==> config.mk <==
export PLATFORM = sky130hd
export DESIGN_NAME = signed_integer_to_radix_text_flat
export DESIGN_NICKNAME = d
export VERILOG_FILES = /design/src/design/sirt_pkg.sv /design/src/design/sirt_ifs.sv /design/src/design/sirt_ram.sv /design/src/design/sirt_front.sv /design/src/design/sirt_queue.sv /design/src/design/sirt_back.sv /design/src/design/signed_integer_to_radix_text.sv /design/src/flat_wrapper.sv
export SDC_FILE = /design/constraint.sdc
export NUM_CORES = 1
export LEC_CHECK = 0
export BUFFER_PORTS_ARGS = -buffer_cell sky130_fd_sc_hd__buf_2
export CAP_MARGIN = 20
export CORE_ASPECT_RATIO = 0.7
export CORE_MARGIN = 2
export CORE_UTILIZATION = 30
export CTS_CLUSTER_DIAMETER = 50
export DETAILED_ROUTE_END_ITERATION = 10
export REMOVE_ABC_BUFFERS = 1
export SLEW_MARGIN = 5
export SYNTH_ARGS = -nofsm -noshare
export SYNTH_HDL_FRONTEND = slang
export SYNTH_SLANG_ARGS = --single-unit
==> constraint.sdc <==
create_clock -name clk -period 19.64 [get_ports clk]
set_input_delay 3.928 -clock clk [delete_from_list [all_inputs] [get_ports clk]]
set_output_delay 3.928 -clock clk [all_outputs]
set_load 0.01 [all_outputs]
==> src/design/sirt_pkg.sv <==
// ============================================================================
// sirt_pkg
// Shared widths, constants, types and the digit glyph function of the
// signed integer to radix text converter.
// ============================================================================
package sirt_pkg;

    localparam int VALUE_WIDTH  = 64;
    localparam int VALUE_PORT_W = 64;
    localparam int RADIX_W      = 5;
    localparam int CHAR_W       = 8;
    localparam int DIGIT_W      = 4;

    localparam int NUM_BYTES = (VALUE_WIDTH + 7) / 8;
    localparam int MAG_W     = NUM_BYTES * 8;
    localparam int BIDX_W    = (NUM_BYTES > 1) ? $clog2(NUM_BYTES) : 1;

    localparam int DIG_DEPTH = VALUE_WIDTH;
    localparam int DADDR_W   = $clog2(DIG_DEPTH);
    localparam int DCNT_W    = $clog2(DIG_DEPTH + 1);

    localparam int QUEUE_DEPTH = 2;
    localparam int QPTR_W      = $clog2(QUEUE_DEPTH);
    localparam int QCNT_W      = $clog2(QUEUE_DEPTH + 1);

    localparam logic [RADIX_W-1:0] RADIX_MIN = RADIX_W'(2);
    localparam logic [RADIX_W-1:0] RADIX_MAX = RADIX_W'(16);
    localparam logic [DIGIT_W-1:0] DIGIT_TEN = DIGIT_W'(10);

    localparam logic [CHAR_W-1:0] CHAR_ZERO    = 8'h30;
    localparam logic [CHAR_W-1:0] CHAR_UPPER_A = 8'h41;
    localparam logic [CHAR_W-1:0] CHAR_MINUS   = 8'h2D;

    typedef struct packed {
        logic [MAG_W-1:0]   mag;
        logic               negative;
        logic [RADIX_W-1:0] radix;
        logic [BIDX_W-1:0]  top;
    } job_t;

    typedef enum logic [1:0] {
        BK_IDLE,
        BK_DIV,
        BK_EMIT
    } back_state_t;

    function automatic logic [CHAR_W-1:0] digit_glyph(input logic [DIGIT_W-1:0] d);
        if (d < DIGIT_TEN)
            return CHAR_ZERO + CHAR_W'(d);
        else
            return CHAR_UPPER_A + CHAR_W'(d - DIGIT_TEN);
    endfunction

endpackage

==> src/design/sirt_ifs.sv <==
// ============================================================================
// sirt channel interfaces
// Valid/ready channels for the number beat and the text character beat.
// ============================================================================
interface sirt_in_if;
    logic                                   valid;
    logic                                   ready;
    logic signed [sirt_pkg::VALUE_PORT_W-1:0] value;
    logic [sirt_pkg::RADIX_W-1:0]           radix;

    modport source (output valid, output value, output radix, input ready);
    modport sink   (input valid, input value, input radix, output ready);
endinterface

interface sirt_out_if;
    logic                        valid;
    logic                        ready;
    logic [sirt_pkg::CHAR_W-1:0] character;
    logic                        last;

    modport source (output valid, output character, output last, input ready);
    modport sink   (input valid, input character, input last, output ready);
endinterface

==> src/design/sirt_ram.sv <==
// ============================================================================
// sirt_ram
// Generic single-write, single-read RAM with registered read data.
// ============================================================================
module sirt_ram #(
    parameter int WIDTH = 8,
    parameter int DEPTH = 64
) (
    input  logic                     clk,
    input  logic                     wr_en,
    input  logic [$clog2(DEPTH)-1:0] wr_addr,
    input  logic [WIDTH-1:0]         wr_data,
    input  logic                     rd_en,
    input  logic [$clog2(DEPTH)-1:0] rd_addr,
    output logic [WIDTH-1:0]         rd_data
);

    logic [WIDTH-1:0] mem [DEPTH];

    always_ff @(posedge clk)
    begin
        if (wr_en)
        begin
            mem[wr_addr] <= wr_data;
        end
        if (rd_en)
        begin
            rd_data <= mem[rd_addr];
        end
    end

endmodule

==> src/design/sirt_front.sv <==
// ============================================================================
// sirt_front
// Accepts number beats, clamps the radix, takes the saturated magnitude and
// finds its top non-zero byte.
// ============================================================================
module sirt_front (
    sirt_in_if.sink               number,
    output logic                  push_valid,
    input  logic                  push_ready,
    output sirt_pkg::job_t        push_job
);

    logic [sirt_pkg::VALUE_WIDTH-1:0] raw;
    logic [sirt_pkg::VALUE_WIDTH-1:0] neg_raw;
    logic [sirt_pkg::VALUE_WIDTH-1:0] mag;
    logic [sirt_pkg::MAG_W-1:0]       mag_pad;
    logic                             negative;
    logic [sirt_pkg::RADIX_W-1:0]     radix;
    logic [sirt_pkg::BIDX_W-1:0]      top;

    assign raw      = number.value[sirt_pkg::VALUE_WIDTH-1:0];
    assign negative = raw[sirt_pkg::VALUE_WIDTH-1];
    assign neg_raw  = ~raw + sirt_pkg::VALUE_WIDTH'(1);

    always_comb
    begin
        if (!negative)
            mag = raw;
        else if (neg_raw[sirt_pkg::VALUE_WIDTH-1])
            mag = neg_raw - sirt_pkg::VALUE_WIDTH'(1);
        else
            mag = neg_raw;
    end

    assign mag_pad = sirt_pkg::MAG_W'(mag);

    always_comb
    begin
        if (number.radix < sirt_pkg::RADIX_MIN)
            radix = sirt_pkg::RADIX_MIN;
        else if (number.radix > sirt_pkg::RADIX_MAX)
            radix = sirt_pkg::RADIX_MAX;
        else
            radix = number.radix;
    end

    always_comb
    begin
        top = '0;
        for (int i = 0; i < sirt_pkg::NUM_BYTES; i++)
        begin
            if (mag_pad[i*8 +: 8] != 8'h00)
                top = sirt_pkg::BIDX_W'(i);
        end
    end

    assign push_valid        = number.valid;
    assign number.ready      = push_ready;
    assign push_job.mag      = mag_pad;
    assign push_job.negative = negative;
    assign push_job.radix    = radix;
    assign push_job.top      = top;

endmodule

==> src/design/sirt_queue.sv <==
// ============================================================================
// sirt_queue
// Two-entry job queue between the front and the conversion back end.
// ============================================================================
module sirt_queue (
    input  logic           clk,
    input  logic           rst_n,
    input  logic           push_valid,
    output logic           push_ready,
    input  sirt_pkg::job_t push_job,
    output logic           pop_valid,
    input  logic           pop_ready,
    output sirt_pkg::job_t pop_job
);

    sirt_pkg::job_t              entry_reg [sirt_pkg::QUEUE_DEPTH];
    logic [sirt_pkg::QPTR_W-1:0] wr_ptr_reg;
    logic [sirt_pkg::QPTR_W-1:0] rd_ptr_reg;
    logic [sirt_pkg::QCNT_W-1:0] count_reg;
    logic                        push;
    logic                        pop;

    assign push_ready = (count_reg != sirt_pkg::QCNT_W'(sirt_pkg::QUEUE_DEPTH));
    assign pop_valid  = (count_reg != '0);
    assign pop_job    = entry_reg[rd_ptr_reg];
    assign push       = push_valid && push_ready;
    assign pop        = pop_valid && pop_ready;

    always_ff @(posedge clk or negedge rst_n)
    begin
        if (!rst_n)
        begin
            wr_ptr_reg <= '0;
            rd_ptr_reg <= '0;
            count_reg  <= '0;
        end
        else
        begin
            if (push)
                wr_ptr_reg <= wr_ptr_reg + sirt_pkg::QPTR_W'(1);
            if (pop)
                rd_ptr_reg <= rd_ptr_reg + sirt_pkg::QPTR_W'(1);
            if (push && !pop)
                count_reg <= count_reg + sirt_pkg::QCNT_W'(1);
            else if (pop && !push)
                count_reg <= count_reg - sirt_pkg::QCNT_W'(1);
        end
    end

    always_ff @(posedge clk)
    begin
        if (push)
            entry_reg[wr_ptr_reg] <= push_job;
    end

endmodule

==> src/design/sirt_back.sv <==
// ============================================================================
// sirt_back
// Divides the magnitude by the radix a byte per cycle, stacks the digits in
// a RAM and streams them back out most significant first.
// ============================================================================
module sirt_back (
    input  logic           clk,
    input  logic           rst_n,
    input  logic           job_valid,
    output logic           job_ready,
    input  sirt_pkg::job_t job,
    sirt_out_if.source     text
);

    sirt_pkg::back_state_t        state_reg, state_next;
    logic [sirt_pkg::MAG_W-1:0]   mag_reg, mag_next;
    logic                         neg_reg, neg_next;
    logic [sirt_pkg::RADIX_W-1:0] radix_reg, radix_next;
    logic [sirt_pkg::BIDX_W-1:0]  top_reg, top_next;
    logic [sirt_pkg::BIDX_W-1:0]  b_reg, b_next;
    logic [sirt_pkg::DIGIT_W-1:0] rem_reg, rem_next;
    logic [sirt_pkg::DCNT_W-1:0]  dcnt_reg, dcnt_next;
    logic [sirt_pkg::DCNT_W-1:0]  rd_cnt_reg, rd_cnt_next;
    logic                         sign_pend_reg, sign_pend_next;
    logic                         pend_reg, pend_next;
    logic                         pend_last_reg, pend_last_next;
    logic                         out_valid_reg, out_valid_next;
    logic [sirt_pkg::CHAR_W-1:0]  char_reg, char_next;
    logic                         last_reg, last_next;

    logic [7:0]                   div_byte;
    logic [7:0]                   q_byte;
    logic [sirt_pkg::DIGIT_W-1:0] rem_div;
    logic [sirt_pkg::RADIX_W-1:0] trial;
    logic [sirt_pkg::MAG_W-1:0]   quot_mag;
    logic                         quot_zero;
    logic [sirt_pkg::BIDX_W-1:0]  top_shrunk;

    logic                         ram_we;
    logic                         rd_issue;
    logic [sirt_pkg::DIGIT_W-1:0] rd_digit;
    logic                         out_free;
    logic                         load_sign;
    logic                         load_dig;

    logic [sirt_pkg::DCNT_W-1:0]  rd_cnt_dec;
    logic [sirt_pkg::DADDR_W-1:0] rd_addr_w;

    sirt_ram #(
        .WIDTH (sirt_pkg::DIGIT_W),
        .DEPTH (sirt_pkg::DIG_DEPTH)
    ) u_digits (
        .clk     (clk),
        .wr_en   (ram_we),
        .wr_addr (dcnt_reg[sirt_pkg::DADDR_W-1:0]),
        .wr_data (rem_div),
        .rd_en   (rd_issue),
        .rd_addr (rd_addr_w),
        .rd_data (rd_digit)
    );

    assign rd_cnt_dec = rd_cnt_reg - sirt_pkg::DCNT_W'(1);
    assign rd_addr_w  = rd_cnt_dec[sirt_pkg::DADDR_W-1:0];

    // restoring division of one byte, quotient bits replace dividend bits
    always_comb
    begin
        div_byte = mag_reg[b_reg*8 +: 8];
        rem_div  = rem_reg;
        q_byte   = '0;
        trial    = '0;
        for (int i = 7; i >= 0; i--)
        begin
            trial = {rem_div, div_byte[i]};
            if (trial >= radix_reg)
            begin
                q_byte[i] = 1'b1;
                trial     = trial - radix_reg;
            end
            rem_div = trial[sirt_pkg::DIGIT_W-1:0];
        end
        quot_mag = mag_reg;
        quot_mag[b_reg*8 +: 8] = q_byte;
    end

    assign quot_zero = (quot_mag == '0);
    assign top_shrunk = ((quot_mag[top_reg*8 +: 8] == 8'h00) && (top_reg != '0))
                      ? top_reg - sirt_pkg::BIDX_W'(1) : top_reg;

    assign out_free  = !out_valid_reg || text.ready;
    assign load_sign = (state_reg == sirt_pkg::BK_EMIT) && sign_pend_reg && out_free;
    assign load_dig  = (state_reg == sirt_pkg::BK_EMIT) && !sign_pend_reg && pend_reg
                     && out_free;
    assign rd_issue  = (state_reg == sirt_pkg::BK_EMIT) && (rd_cnt_reg != '0)
                     && (!pend_reg || load_dig);

    always_comb
    begin
        state_next     = state_reg;
        mag_next       = mag_reg;
        neg_next       = neg_reg;
        radix_next     = radix_reg;
        top_next       = top_reg;
        b_next         = b_reg;
        rem_next       = rem_reg;
        dcnt_next      = dcnt_reg;
        rd_cnt_next    = rd_cnt_reg;
        sign_pend_next = sign_pend_reg;
        pend_next      = pend_reg;
        pend_last_next = pend_last_reg;
        job_ready      = 1'b0;
        ram_we         = 1'b0;

        unique case (state_reg)
            sirt_pkg::BK_IDLE:
            begin
                job_ready = 1'b1;
                if (job_valid)
                begin
                    mag_next   = job.mag;
                    neg_next   = job.negative;
                    radix_next = job.radix;
                    top_next   = job.top;
                    b_next     = job.top;
                    rem_next   = '0;
                    dcnt_next  = '0;
                    state_next = sirt_pkg::BK_DIV;
                end
            end
            sirt_pkg::BK_DIV:
            begin
                mag_next = quot_mag;
                if (b_reg == '0)
                begin
                    ram_we    = 1'b1;
                    dcnt_next = dcnt_reg + sirt_pkg::DCNT_W'(1);
                    rem_next  = '0;
                    if (quot_zero)
                    begin
                        state_next     = sirt_pkg::BK_EMIT;
                        rd_cnt_next    = dcnt_reg + sirt_pkg::DCNT_W'(1);
                        sign_pend_next = neg_reg;
                        pend_next      = 1'b0;
                    end
                    else
                    begin
                        top_next = top_shrunk;
                        b_next   = top_shrunk;
                    end
                end
                else
                begin
                    b_next   = b_reg - sirt_pkg::BIDX_W'(1);
                    rem_next = rem_div;
                end
            end
            sirt_pkg::BK_EMIT:
            begin
                if (load_sign)
                    sign_pend_next = 1'b0;
                if (rd_issue)
                begin
                    rd_cnt_next    = rd_cnt_dec;
                    pend_next      = 1'b1;
                    pend_last_next = (rd_cnt_reg == sirt_pkg::DCNT_W'(1));
                end
                else if (load_dig)
                begin
                    pend_next = 1'b0;
                end
                if (load_dig && pend_last_reg)
                    state_next = sirt_pkg::BK_IDLE;
            end
            default:
            begin
                state_next = sirt_pkg::BK_IDLE;
            end
        endcase
    end

    always_comb
    begin
        out_valid_next = out_valid_reg;
        char_next      = char_reg;
        last_next      = last_reg;
        if (load_sign)
        begin
            out_valid_next = 1'b1;
            char_next      = sirt_pkg::CHAR_MINUS;
            last_next      = 1'b0;
        end
        else if (load_dig)
        begin
            out_valid_next = 1'b1;
            char_next      = sirt_pkg::digit_glyph(rd_digit);
            last_next      = pend_last_reg;
        end
        else if (text.ready)
        begin
            out_valid_next = 1'b0;
        end
    end

    always_ff @(posedge clk or negedge rst_n)
    begin
        if (!rst_n)
        begin
            state_reg     <= sirt_pkg::BK_IDLE;
            dcnt_reg      <= '0;
            rd_cnt_reg    <= '0;
            sign_pend_reg <= 1'b0;
            pend_reg      <= 1'b0;
            pend_last_reg <= 1'b0;
            out_valid_reg <= 1'b0;
            b_reg         <= '0;
            top_reg       <= '0;
        end
        else
        begin
            state_reg     <= state_next;
            dcnt_reg      <= dcnt_next;
            rd_cnt_reg    <= rd_cnt_next;
            sign_pend_reg <= sign_pend_next;
            pend_reg      <= pend_next;
            pend_last_reg <= pend_last_next;
            out_valid_reg <= out_valid_next;
            b_reg         <= b_next;
            top_reg       <= top_next;
        end
    end

    always_ff @(posedge clk)
    begin
        mag_reg   <= mag_next;
        neg_reg   <= neg_next;
        radix_reg <= radix_next;
        rem_reg   <= rem_next;
        char_reg  <= char_next;
        last_reg  <= last_next;
    end

    assign text.valid     = out_valid_reg;
    assign text.character = char_reg;
    assign text.last      = last_reg;

    a_rem_below_radix: assert property (@(posedge clk) disable iff (!rst_n)
        (state_reg == sirt_pkg::BK_DIV) |-> ({1'b0, rem_reg} < radix_reg))
        else $error("remainder not below radix");

    a_byte_within_top: assert property (@(posedge clk) disable iff (!rst_n)
        (state_reg == sirt_pkg::BK_DIV) |-> (b_reg <= top_reg))
        else $error("byte cursor above top byte");

    a_digit_room: assert property (@(posedge clk) disable iff (!rst_n)
        (state_reg == sirt_pkg::BK_DIV)
        |-> (dcnt_reg < sirt_pkg::DCNT_W'(sirt_pkg::DIG_DEPTH)))
        else $error("digit buffer overrun");

    a_read_pending: assert property (@(posedge clk) disable iff (!rst_n)
        rd_issue |=> pend_reg)
        else $error("issued read not pending");

    a_last_drains: assert property (@(posedge clk) disable iff (!rst_n)
        (load_dig && pend_last_reg) |-> (rd_cnt_reg == '0))
        else $error("last digit loaded with digits left");

endmodule

==> src/design/signed_integer_to_radix_text.sv <==
// ============================================================================
// signed_integer_to_radix_text
// The queue registers each job; the back end then divides from the current top
// byte down to byte 0 for each digit, up to 8 bytes per digit and 63 digits,
// then streams one character a cycle while the receiver is ready.
// Throughput: one number at a time in the back end, up to two queued ahead.
// Reset clears control state; the digit RAM is not cleared.
// ============================================================================
module signed_integer_to_radix_text (
    input  logic      clk,
    input  logic      rst_n,
    sirt_in_if.sink   number,
    sirt_out_if.source text
);

    logic           push_valid;
    logic           push_ready;
    sirt_pkg::job_t push_job;
    logic           pop_valid;
    logic           pop_ready;
    sirt_pkg::job_t pop_job;

    sirt_front u_front (
        .number     (number),
        .push_valid (push_valid),
        .push_ready (push_ready),
        .push_job   (push_job)
    );

    sirt_queue u_queue (
        .clk        (clk),
        .rst_n      (rst_n),
        .push_valid (push_valid),
        .push_ready (push_ready),
        .push_job   (push_job),
        .pop_valid  (pop_valid),
        .pop_ready  (pop_ready),
        .pop_job    (pop_job)
    );

    sirt_back u_back (
        .clk       (clk),
        .rst_n     (rst_n),
        .job_valid (pop_valid),
        .job_ready (pop_ready),
        .job       (pop_job),
        .text      (text)
    );

endmodule

==> src/flat_wrapper.sv <==
// flat-port wrapper written by rule: the top's interface ports become plain ports
module signed_integer_to_radix_text_flat 
  (clk, rst_n, number_valid, number_value, number_radix, number_ready, text_valid, text_character, text_last, text_ready);
  sirt_in_if number_i ();
  sirt_out_if text_i ();
  input  logic clk;
  input  logic rst_n;
  input wire logic [$bits(number_i.valid)-1:0] number_valid;
  input wire logic [$bits(number_i.value)-1:0] number_value;
  input wire logic [$bits(number_i.radix)-1:0] number_radix;
  output wire logic [$bits(number_i.ready)-1:0] number_ready;
  output wire logic [$bits(text_i.valid)-1:0] text_valid;
  output wire logic [$bits(text_i.character)-1:0] text_character;
  output wire logic [$bits(text_i.last)-1:0] text_last;
  input wire logic [$bits(text_i.ready)-1:0] text_ready;
  assign number_i.valid = number_valid;
  assign number_i.value = number_value;
  assign number_i.radix = number_radix;
  assign number_ready = number_i.ready;
  assign text_valid = text_i.valid;
  assign text_character = text_i.character;
  assign text_last = text_i.last;
  assign text_i.ready = text_ready;
  signed_integer_to_radix_text u_core (.clk(clk), .rst_n(rst_n), .number(number_i), .text(text_i));
endmodule
==> metrics.cfg <==
[run_status]
status=completed

[power_and_ir_drop]
pwr_density_cell_nw_per_um2=79.12
switchingPower_uw=578.5
internal-power_mw=1.896
seqPwrFrac_pct=52.6
p_leak_nw=10.81
peakVddDrop_mv=0.05240
clkPwrFrac_pct=40.4
p_sw_share_pct=23.38
combPwrFrac_pct=7.0
p_total_mw=2.474

[drt]
avgViaCountPerCell=5.487
drc_errors=0
dr_total_vias=19500
dr.pass1.iters=5
ant_nets=0
routed_wl_um=76340
wire_per_inst_um=21.48
drt_iter0_drc=2469

[place]
dp_hpwl_um=54430
gp_congestion=0.9254
io_buffers=82

[sta]
period_needed_ns=17.13
finalClockSkew_ns=0.06730
setup_violations=0
setup_tns_ns=0
drv_slew=0
rsz0062_at_grt=no
hold_viol=0
tightest_slew_ns=1.137
fmax_ghz=0.05839
maxSlewHeadroom_pct=23.48
post-route-period-util_pct=87.21

[global_route]
grt_usage_pct=15.66
grt_max_degree=108
grt_pass1_vias=17950
grt_overflow=0
grt_antenna_before_repair=2
grt_pass1_wl_um=115800

[synth]
synth_top_family_by_area=simple AND/OR/NAND/NOR gates
synthSimpleGateAreaFrac_pct=14.56
synth_area_leaders=edfxtp_1 (52%), mux4_2 (8.1%), mux2i_1 (3.2%)
synth_compound_area_share_pct=9.464
yosysTopAreaCell=edfxtp_1
ys_ff_latch=518
synth_mux_area_share_pct=12.09
synthXorXnorAreaFrac_pct=3.185
yosysTopAreaCellShare_pct=51.89
synth-edff-count=480
syn_area_um2=27780
synth_cell_types=83
seq_area_frac_synth_pct=55.17
ys.flop_type=edfxtp_1
async_reset_ff_share_pct=5.792
synth_fa_ha_area_share_pct=3.009
synthCells=2241
yosys_warnings=0
syn_area_per_cell_um2=12.39

[floorplan]
rows=93
fp.dieW_um=367.7
ios=84
coreArea_um2=91810
die_height_um=258.6
initial_core_util_pct=30.25
dieArea_um2=95080

[cells_and_area]
fillers=8995
drive_gt1_share_pct=15.96
layout.cells.most_common=edfxtp_1
utilization_pct=34.06
n_antenna_cell=0
largest_reg_flops=256
syn2layout_area_growth_pct=12.59
layout_common_cells=edfxtp_1 (480), nor2_1 (199), nand2_1 (127)
layout.nets=2413

[worst_setup_path]
cp_common_cell=a21o_1
critPathLaunch=u_core.u_back.b_reg[1]
cpPeakStageDelay_ns=0.85
r2r_end=u_core.u_back.rd_cnt_reg[2]
worst_setup_path_start_kind=flip-flop
critical_path_required_ns=20.12
crit_path_end_kind=flip-flop
regToRegStartpoint=u_core.u_back.b_reg[1]
cp-endpoint=u_core.u_back.rd_cnt_reg[2]
cp_max_fo=19
path_class=reg -> reg
slowest_stage=a21oi_1
arrival_ns=17.61
r2r_setup_slack_ns=2.51
r2r_cells=59

[clock_tree]
htreeDepth=2
tritoncts=yes
cts_resized=0
clk_latency_ns=0.62
clock_sinks=518
clkTransAtPathRegs_ns=0.06
clock_path_buffers=3
hold_buffers=0
cts_setup_buffers=0
cts_made_buffers=53
root_buffer=clkbuf_16

[job]
drv_cap=0

[worst_hold_path]
hold_class=reg -> reg

per-stage QoR:
step	instance area [um^2]	setup WS [ns]	hold slack [ns]	instances
after global routing	31270	1.305	0.4841	3554
after CTS	31250	2.281	0.4585	3551
after detailed placement	29500	2.322	0.4496	3455
after global placement	29500	2.853	0.4428	3455
after floorplan	27260	3.482	0.4447	2109
final	31270	2.513	0.4542	3554
how the worst min path moves through the flow:
stage	from	to	cells past startpoint
final	u_core.u_back.text.character[6]	u_core.u_back.text.character[6]	2
after global routing	u_core.u_back.text.character[6]	u_core.u_back.text.character[6]	2
after CTS	u_core.u_back.text.character[6]	u_core.u_back.text.character[6]	2
after detailed placement	u_core.u_back.text.character[6]	u_core.u_back.text.character[6]	2
after global placement	u_core.u_back.text.character[6]	u_core.u_back.text.character[6]	2
after floorplan	u_core.u_back.neg_reg	u_core.u_back.sign_pend_reg	2
final cells by class:
type | count | area (um^2) | area share, %
multi-input combinational | 1544 | 11820 | 37.80
clock inverter | 39 | 409.1 | 1.308
timing repair buffer | 114 | 648.1 | 2.072
tap | 1235 | 1545 | 4.941
inverter | 47 | 176.4 | 0.5641
sequential | 518 | 15330 | 49.03
clock buffer | 57 | 1341 | 4.289
cells in the mapped netlist (all sizes together), types with 10 or more instances:
| cell type | n |
|---|---|
| a211o | 11 |
| a211oi | 62 |
| a21o | 39 |
| a21oi | 127 |
| a31oi | 22 |
| and2 | 13 |
| and3 | 17 |
| buf | 24 |
| clkbuf | 108 |
| dfrtp | 30 |
| edfxtp | 480 |
| ha | 54 |
| inv | 45 |
| mux2 | 20 |
| mux2i | 88 |
| mux4 | 100 |
| nand2 | 127 |
| nand2b | 23 |
| nand3 | 50 |
| nand3b | 10 |
| nand4 | 36 |
| nor2 | 200 |
| nor2b | 18 |
| nor3 | 75 |
| nor4 | 69 |
| o211ai | 12 |
| o21a | 10 |
| o21ai | 74 |
| or2 | 21 |
| or3 | 36 |
| or4 | 26 |
| xnor2 | 65 |
| xor2 | 36 |
power groups by stage:
stage / sequential [mW] / combinational [mW] / clock [mW]
finish: 1.30 / 0.174 / 0.999
global route: 1.31 / 0.188 / 1.06
CTS: 1.30 / 0.172 / 1.02
detailed placement: 1.32 / 0.171 / 0
global placement: 1.32 / 0.171 / 0
floorplan: 1.33 / 0.0900 / 0
critical path: cells and delay by family (launching register included):
kind / cells / cell delay (ns)
simple gates: 4 / 1.20
flops: 1 / 0.81
buf+inv: 5 / 0.51
compound gates: 34 / 8.77
fa+ha+maj: 8 / 2.37
mux: 8 / 3.28
per-layer routing:
metal / wire length [um] / track usage, % / vias to the layer above
met2: 30070 / 21.15 / 993
met5: 0 / 0 / -
met4: 1161 / 2.993 / 0
li1: - / - / 8804
met3: 7661 / 2.614 / 98
met1: 37450 / 25.77 / 9605
cells by family (layout without fill, tap and decap cells):
kind of cell | count (synthesis) | after routing
buffers and inverters | 179 | 257
adder cells (fa/ha/maj) | 62 | 62
multiplexers | 208 | 208
flip-flops | 518 | 518
AND/OR/NAND/NOR | 761 | 761
AO/OA/AOI/OAI | 411 | 411
XOR/XNOR | 101 | 101
other | 1 | 1
(Power assumes the default switching activity.)
